<file path="config.mk">
export PLATFORM = sky130hd
export DESIGN_NAME = sqf_output
export DESIGN_NICKNAME = d
export VERILOG_FILES = /design/src/hw/rtl/sqf_pkg.sv /design/src/hw/rtl/sqf_output.sv
export SDC_FILE = /design/constraint.sdc
export NUM_CORES = 1
export LEC_CHECK = 0
export BUFFER_PORTS_ARGS = -buffer_cell sky130_fd_sc_hd__buf_2
export CAP_MARGIN = 10
export CORE_MARGIN = 3
export CORE_UTILIZATION = 45
export CTS_BUF_LIST = sky130_fd_sc_hd__clkbuf_8
export CTS_CLUSTER_SIZE = 10
export DETAILED_ROUTE_END_ITERATION = 12
export PLACE_DENSITY_LB_ADDON = 0.08
export SLEW_MARGIN = 10
export SYNTH_ARGS = -nofsm -noshare
export SYNTH_HDL_FRONTEND = slang
export SYNTH_SLANG_ARGS = --single-unit
</file>
<file path="constraint.sdc">
create_clock -name clk -period 2.7 [get_ports clk]
set_clock_uncertainty 0.1 [all_clocks]
set_input_delay 0.27 -clock clk [delete_from_list [all_inputs] [get_ports clk]]
set_output_delay 0.27 -clock clk [all_outputs]
set_load 0.05 [all_outputs]
</file>
<file path="src/hw/rtl/sqf_pkg.sv">
`default_nettype none

package sqf_pkg;

    // Register map, in order of byte address.
    typedef enum logic [2:0] {
        REG_BP_B0,
        REG_BP_B1,
        REG_BP_B2,
        REG_LP_B0,
        REG_LP_B1,
        REG_LP_B2,
        REG_POLE_A1,
        REG_POLE_A2
    } reg_idx_t;

    localparam int NUM_REGS  = 8;
    localparam int IDX_WIDTH = 3;

    // Filter history carries this many fraction bits below the sample LSB.
    localparam int HIST_FRAC = 16;

    // Growth bits for a sum of three and of five products.
    localparam int FF_GUARD  = 2;
    localparam int ACC_GUARD = 3;

endpackage

`default_nettype wire

</file>
<file path="src/hw/rtl/sqf_output.sv">
`default_nettype none

module sqf_output
    import sqf_pkg::*;
#(
    parameter int SAMPLE_WIDTH = 16
)
(
    input  wire logic                                clk,
    input  wire logic                                rst_n,
    input  wire logic                                in_valid,
    output logic                                     in_ready,
    input  wire logic signed [SAMPLE_WIDTH-1:0]      in_sample,
    input  wire logic signed [SAMPLE_WIDTH+HIST_FRAC-1:0] y_alpha,
    input  wire logic signed [SAMPLE_WIDTH+HIST_FRAC-1:0] y_beta,
    output logic                                     out_valid,
    input  wire logic                                out_ready,
    output logic signed [SAMPLE_WIDTH-1:0]           in_phase,
    output logic signed [SAMPLE_WIDTH-1:0]           quadrature,
    output logic signed [SAMPLE_WIDTH-1:0]           error
);

    localparam int HIST_WIDTH = SAMPLE_WIDTH + HIST_FRAC;
    localparam logic [HIST_WIDTH:0] RND_HALF = (HIST_WIDTH + 1)'(1) << (HIST_FRAC - 1);
    localparam logic signed [SAMPLE_WIDTH-1:0] SAT_MAX = {1'b0, {(SAMPLE_WIDTH-1){1'b1}}};
    localparam logic signed [SAMPLE_WIDTH-1:0] SAT_MIN = {1'b1, {(SAMPLE_WIDTH-1){1'b0}}};

    logic                           valid_reg;
    logic signed [SAMPLE_WIDTH-1:0] in_phase_reg;
    logic signed [SAMPLE_WIDTH-1:0] quadrature_reg;
    logic signed [SAMPLE_WIDTH-1:0] error_reg;
    logic signed [SAMPLE_WIDTH-1:0] in_phase_next;
    logic signed [SAMPLE_WIDTH-1:0] quadrature_next;
    logic signed [SAMPLE_WIDTH-1:0] error_next;
    logic [SAMPLE_WIDTH:0]          diff;
    logic                           load;

    // Saturate a value with one extra integer bit to the sample width.
    function automatic logic signed [SAMPLE_WIDTH-1:0] sat_one(
        input logic [SAMPLE_WIDTH:0] v
    );
        if (v[SAMPLE_WIDTH] == v[SAMPLE_WIDTH-1])
        begin
            sat_one = $signed(v[SAMPLE_WIDTH-1:0]);
        end
        else if (v[SAMPLE_WIDTH])
        begin
            sat_one = SAT_MIN;
        end
        else
        begin
            sat_one = SAT_MAX;
        end
    endfunction

    // Round a history value half-up to an integer sample and saturate.
    function automatic logic signed [SAMPLE_WIDTH-1:0] round_out(
        input logic signed [HIST_WIDTH-1:0] y
    );
        logic [HIST_WIDTH:0] rnd;
        rnd       = (HIST_WIDTH + 1)'(y) + RND_HALF;
        round_out = sat_one(rnd[HIST_WIDTH:HIST_FRAC]);
    endfunction

    assign in_ready = !valid_reg || out_ready;
    assign load     = in_valid && in_ready;

    always_comb
    begin
        in_phase_next   = round_out(y_alpha);
        quadrature_next = round_out(y_beta);
        diff            = (SAMPLE_WIDTH + 1)'(in_sample) - (SAMPLE_WIDTH + 1)'(in_phase_next);
        error_next      = sat_one(diff);
    end

    always_ff @(posedge clk or negedge rst_n)
    begin
        if (!rst_n)
        begin
            valid_reg <= 1'b0;
        end
        else if (in_ready)
        begin
            valid_reg <= in_valid;
        end
    end

    // Result register, held while the receiver stalls.
    always_ff @(posedge clk)
    begin
        if (load)
        begin
            in_phase_reg   <= in_phase_next;
            quadrature_reg <= quadrature_next;
            error_reg      <= error_next;
        end
    end

    assign out_valid  = valid_reg;
    assign in_phase   = in_phase_reg;
    assign quadrature = quadrature_reg;
    assign error      = error_reg;

endmodule

`default_nettype wire

</file>
==> run summary <==
The total of flip-flops plus latches after synthesis works out to 49. The number of buffer cells added on primary ports was 103. Of all nets on the critical path, the largest fanout is 5.

The die covers 8357 um^2. The total number of clock tree sinks was 49. Per report_power, the combinational group accounts for 39.6% of the total. The routed design could run at a clock period as short as 3279 ps.

Setup violations remaining at the end of the flow were counted as 16. The run gives 0 as the diode insertion count for antenna repair. The sequential-to-total area share from yosys stat was 44.66%; the layout-stage area growth over the synthesis result was 53.09%. In this run the standard cell core region covers 6944 um^2.

In this run the worst setup path begins at y_alpha[17]. STA classifies the critical path endpoint as a register. Clock latency on the worst-skew pair, taken at its later pin, is 300 ps.

The clock network fraction of total power came out at 21.9%. For flop-to-flop paths, the worst setup slack is 1100 ps. Setup repair after global routing could not meet its margin everywhere. At the worst endpoint, the arrival time is 3240 ps. The synthesized design contains 48 enable-type register cells.

Entering global routing, the biggest net connects 49 pins. The final hold violation count was 0; the number of core rows was 30. Static timing analysis puts the maximum clock frequency at 304.9 MHz. IR analysis of the VDD net gives a maximum drop of 0.3230 mV.

After detailed routing, the total wire length is 9.139 mm. The tools report the post-detailed-route DRC marker count as 0. The run gives 3046 as the number of global-route vias before repair. For this run, the leading register cell type out of synthesis is sky130_fd_sc_hd__edfxtp_1. For the internal power component, the log shows 1.604 mW.

The number of vias per cell after detailed routing is 5.148. The flow ran to the end, but the final reports show violations. The die is 91.42 um wide.

The logs give 321 for the count of mapped cells out of synthesis and 114 for the detailed router's first-iteration violation count. The logs give 595 for the post-placement cell count and 49 for the count of different cell masters after synthesis. Summed over all layers, the global routing overflow is 0. For the final non-filler cell total, the log shows 615. The run gives 4 as the number of iterations in the first detailed-routing pass. Total power draw: 2.443 mW.

In the final routed layout, each cell accounts on average for 14.86 um. The fraction of registers with async set/reset is 2.041%, and the total count of max-transition violations in the final report is 0. The clock passes through at most 2 buffers. The startpoint identified for the worst register-to-register timing path is out_valid$_DFFE_PN0N_. The slack of the critical path is -579.4 ps. Mapped cell area: 3283 um^2.

During I/O placement, the number of pins put on the boundary was 134. The tools report the startpoint type of the worst setup path as an input port. In this run the power spent charging and discharging nets is 0.8384 mW.

TritonCTS built the clock tree. The post-DP HPWL is 6.890 mm, and the share of final-layout standard cells stronger than drive strength 1 is 49.52%. The number of nets in the layout is 620. STA puts the critical path data required time at 2660 ps. The relative slew slack came out at 60.56%. Once the floorplan was initialized, standard cells occupied 47.28% of the core.

CTS built an H-tree with a depth of 2. The number of nets still failing antenna checks after routing is 0. The critical path ends at error[6]$_DFFE_PP_. The leakage power of the design came out at 2.208 nW.

The logs give 0.8929 for the routability-driven placement congestion ratio and 423 for the number of nets in the synthesized netlist. Measured in cells, the most critical reg-to-reg path has a length of 3. The average size of a mapped cell was 10.23 um^2; the count of yosys warnings during synthesis was 0.

The critical path start-end classification was input port to register. The tools report the worst setup timing slack at the placement stage as -1010 ps. Counting the buffers created by CTS gives 5. Summing over every cut layer, the via total after detailed routing is 3166.

In this run switching power makes up 34.32% of total power. The first global-routing pass estimated 13.81 mm of wire. The checks that failed: negative setup slack.

The count of max-cap constraint violations is 0, and the clock edge transition at the registers on the reported setup and hold paths is 90 ps. The tools report the capture point of the worst reg-to-reg path as in_phase[14]$_DFFE_PP_. Vertical die dimension: 91.42 um. After layout, the worst path uses 121.5% of the clock period. For this design the ratio of total power to cell area is 486.0 nW/um^2.

For this run, the total global-route usage over all layers was measured as 20.28%. The slew of the pin with the lowest slew margin is 591.6 ps. The tools report the initial antenna violation count as 0. In this run the clock root is driven by a sky130_fd_sc_hd__clkbuf_8. Per report_power, the sequential group accounts for 38.5% of the total.

The tightest min-delay check is of the input port to register type.
-- routing by layer --
metal / vias to the layer above / part of all wire [%] / global-route usage (%)
met5: - / 0 / 0
met4: 0 / 1.6 / 6.407
met1: 1474 / 44 / 25.87
li1: 1590 / - / -
met2: 91 / 50 / 35.06
met3: 11 / 4.6 / 3.148
-- logic make-up after synthesis --
family | count (synthesis) | share of synthesized area, %
AO/OA/AOI/OAI | 100 | 19.17
AND/OR/NAND/NOR | 98 | 15.51
flip-flops | 49 | 44.66
XOR/XNOR | 38 | 10.37
adder cells (fa/ha/maj) | 21 | 8.117
buffers and inverters | 15 | 2.172
-- placed cells by master (no fill, tap or decap), types with 4 or more instances in the layout --
cell type                  count
sky130_fd_sc_hd__nand2_1      29
sky130_fd_sc_hd__edfxtp_1     48
sky130_fd_sc_hd__a21oi_2       5
sky130_fd_sc_hd__ha_1          6
sky130_fd_sc_hd__a21o_1       16
sky130_fd_sc_hd__nor2_1       11
sky130_fd_sc_hd__xor2_1       23
sky130_fd_sc_hd__buf_2        94
sky130_fd_sc_hd__nand3_1      13
sky130_fd_sc_hd__ha_4          6
sky130_fd_sc_hd__nand2b_1      5
sky130_fd_sc_hd__o21ai_0      12
sky130_fd_sc_hd__buf_4        89
sky130_fd_sc_hd__nand4_1       4
sky130_fd_sc_hd__buf_6        13
sky130_fd_sc_hd__a21oi_1      29
sky130_fd_sc_hd__xnor2_1      13
sky130_fd_sc_hd__inv_1         5
sky130_fd_sc_hd__ha_2          5
sky130_fd_sc_hd__o21ai_1       8
sky130_fd_sc_hd__clkbuf_8      5
sky130_fd_sc_hd__o21ai_2       8
sky130_fd_sc_hd__and3_1        7
sky130_fd_sc_hd__o21a_1        4
-- power by group through the flow --
stage	Sequential, mW	Clock, mW	Combinational, mW
2_1_floorplan	1.18	0	0.344
3_3_place_gp	0.957	0	0.874
3_5_place_dp	0.958	0	0.888
4_1_cts	0.940	0.544	0.924
5_1_grt	0.946	0.577	1.04
6_report	0.940	0.536	0.967
-- how the worst min path moves through the flow --
stage / startpoint / to / slack, ps / cells after the start
after floorplan: rst_n / out_valid$_DFFE_PN0N_ / -130 / 0
after global placement: rst_n / out_valid$_DFFE_PN0N_ / -60 / 1
after detailed placement: rst_n / out_valid$_DFFE_PN0N_ / -50 / 1
after CTS: in_valid / out_valid$_DFFE_PN0N_ / 70 / 2
after global routing: in_valid / out_valid$_DFFE_PN0N_ / 80 / 2
final: in_valid / out_valid$_DFFE_PN0N_ / 70 / 2
-- synthesized netlist by cell type (all sizes together), types with 5 or more instances --
cell type / instances / area, um^2
inv: 6 / 22.52
xor2: 23 / 201.4
a21oi: 35 / 178.9
edfxtp: 48 / 1441
xnor2: 15 / 138.9
ha: 17 / 212.7
buf: 5 / 33.78
nor2: 14 / 57.55
and3: 9 / 56.30
nand3: 15 / 80.08
o21ai: 28 / 158.9
a21o: 16 / 120.1
nand2: 33 / 123.9
nand2b: 5 / 31.28
-- stage by stage --
step / hold WS [ps] / utilization [%] / cell area [um^2] / TNS [ps]
4_1_cts: 69.63 / 69.17 / 4803 / -6699
5_1_grt: 78.96 / 72.38 / 5026 / -9973
3_5_place_dp: -51.34 / 65.46 / 4546 / -15150
3_3_place_gp: -55.26 / 65.46 / 4546 / -13840
6_report: 67.75 / 72.38 / 5026 / -8217
2_1_floorplan: -125.6 / - / 3346 / -12710
-- worst max-delay path: stages --
cell and delay (ps):
sky130_fd_sc_hd__buf_6 70, sky130_fd_sc_hd__and3_4 180, sky130_fd_sc_hd__and3_4 200, sky130_fd_sc_hd__nand2_4 60
sky130_fd_sc_hd__xnor2_2 150, sky130_fd_sc_hd__nand2_4 130, sky130_fd_sc_hd__nor2_4 70, sky130_fd_sc_hd__a21oi_4 130
sky130_fd_sc_hd__ha_2 190, sky130_fd_sc_hd__inv_2 40, sky130_fd_sc_hd__fa_2 390, sky130_fd_sc_hd__a211oi_2 270
sky130_fd_sc_hd__o21a_1 190, sky130_fd_sc_hd__o41a_1 170, sky130_fd_sc_hd__o21ai_2 70, sky130_fd_sc_hd__a31o_4 250
sky130_fd_sc_hd__buf_6 120, sky130_fd_sc_hd__maj3_2 290
-- final cells by class --
cell class | instances | area, um^2
multi-input cells | 257 | 1974
fillers | 524 | 1918
flip-flops and latches | 49 | 1466
repair buffers | 199 | 1330
well taps | 96 | 120.1
clock buffers | 5 | 68.82
clock inverters | 3 | 43.79
inverters | 6 | 22.52
-- timing repair --
item / CTS / global route
endpoints found under the hold margin: 1 / 0
buffers inserted: 3 / 8
pin swaps: 20 / 21
hold buffers: 1 / 0
gates cloned: 0 / 0
setup endpoints to repair: 16 / 16
gates resized for setup: 27 / 32
No activity file was read; power rests on OpenSTA's default activity.
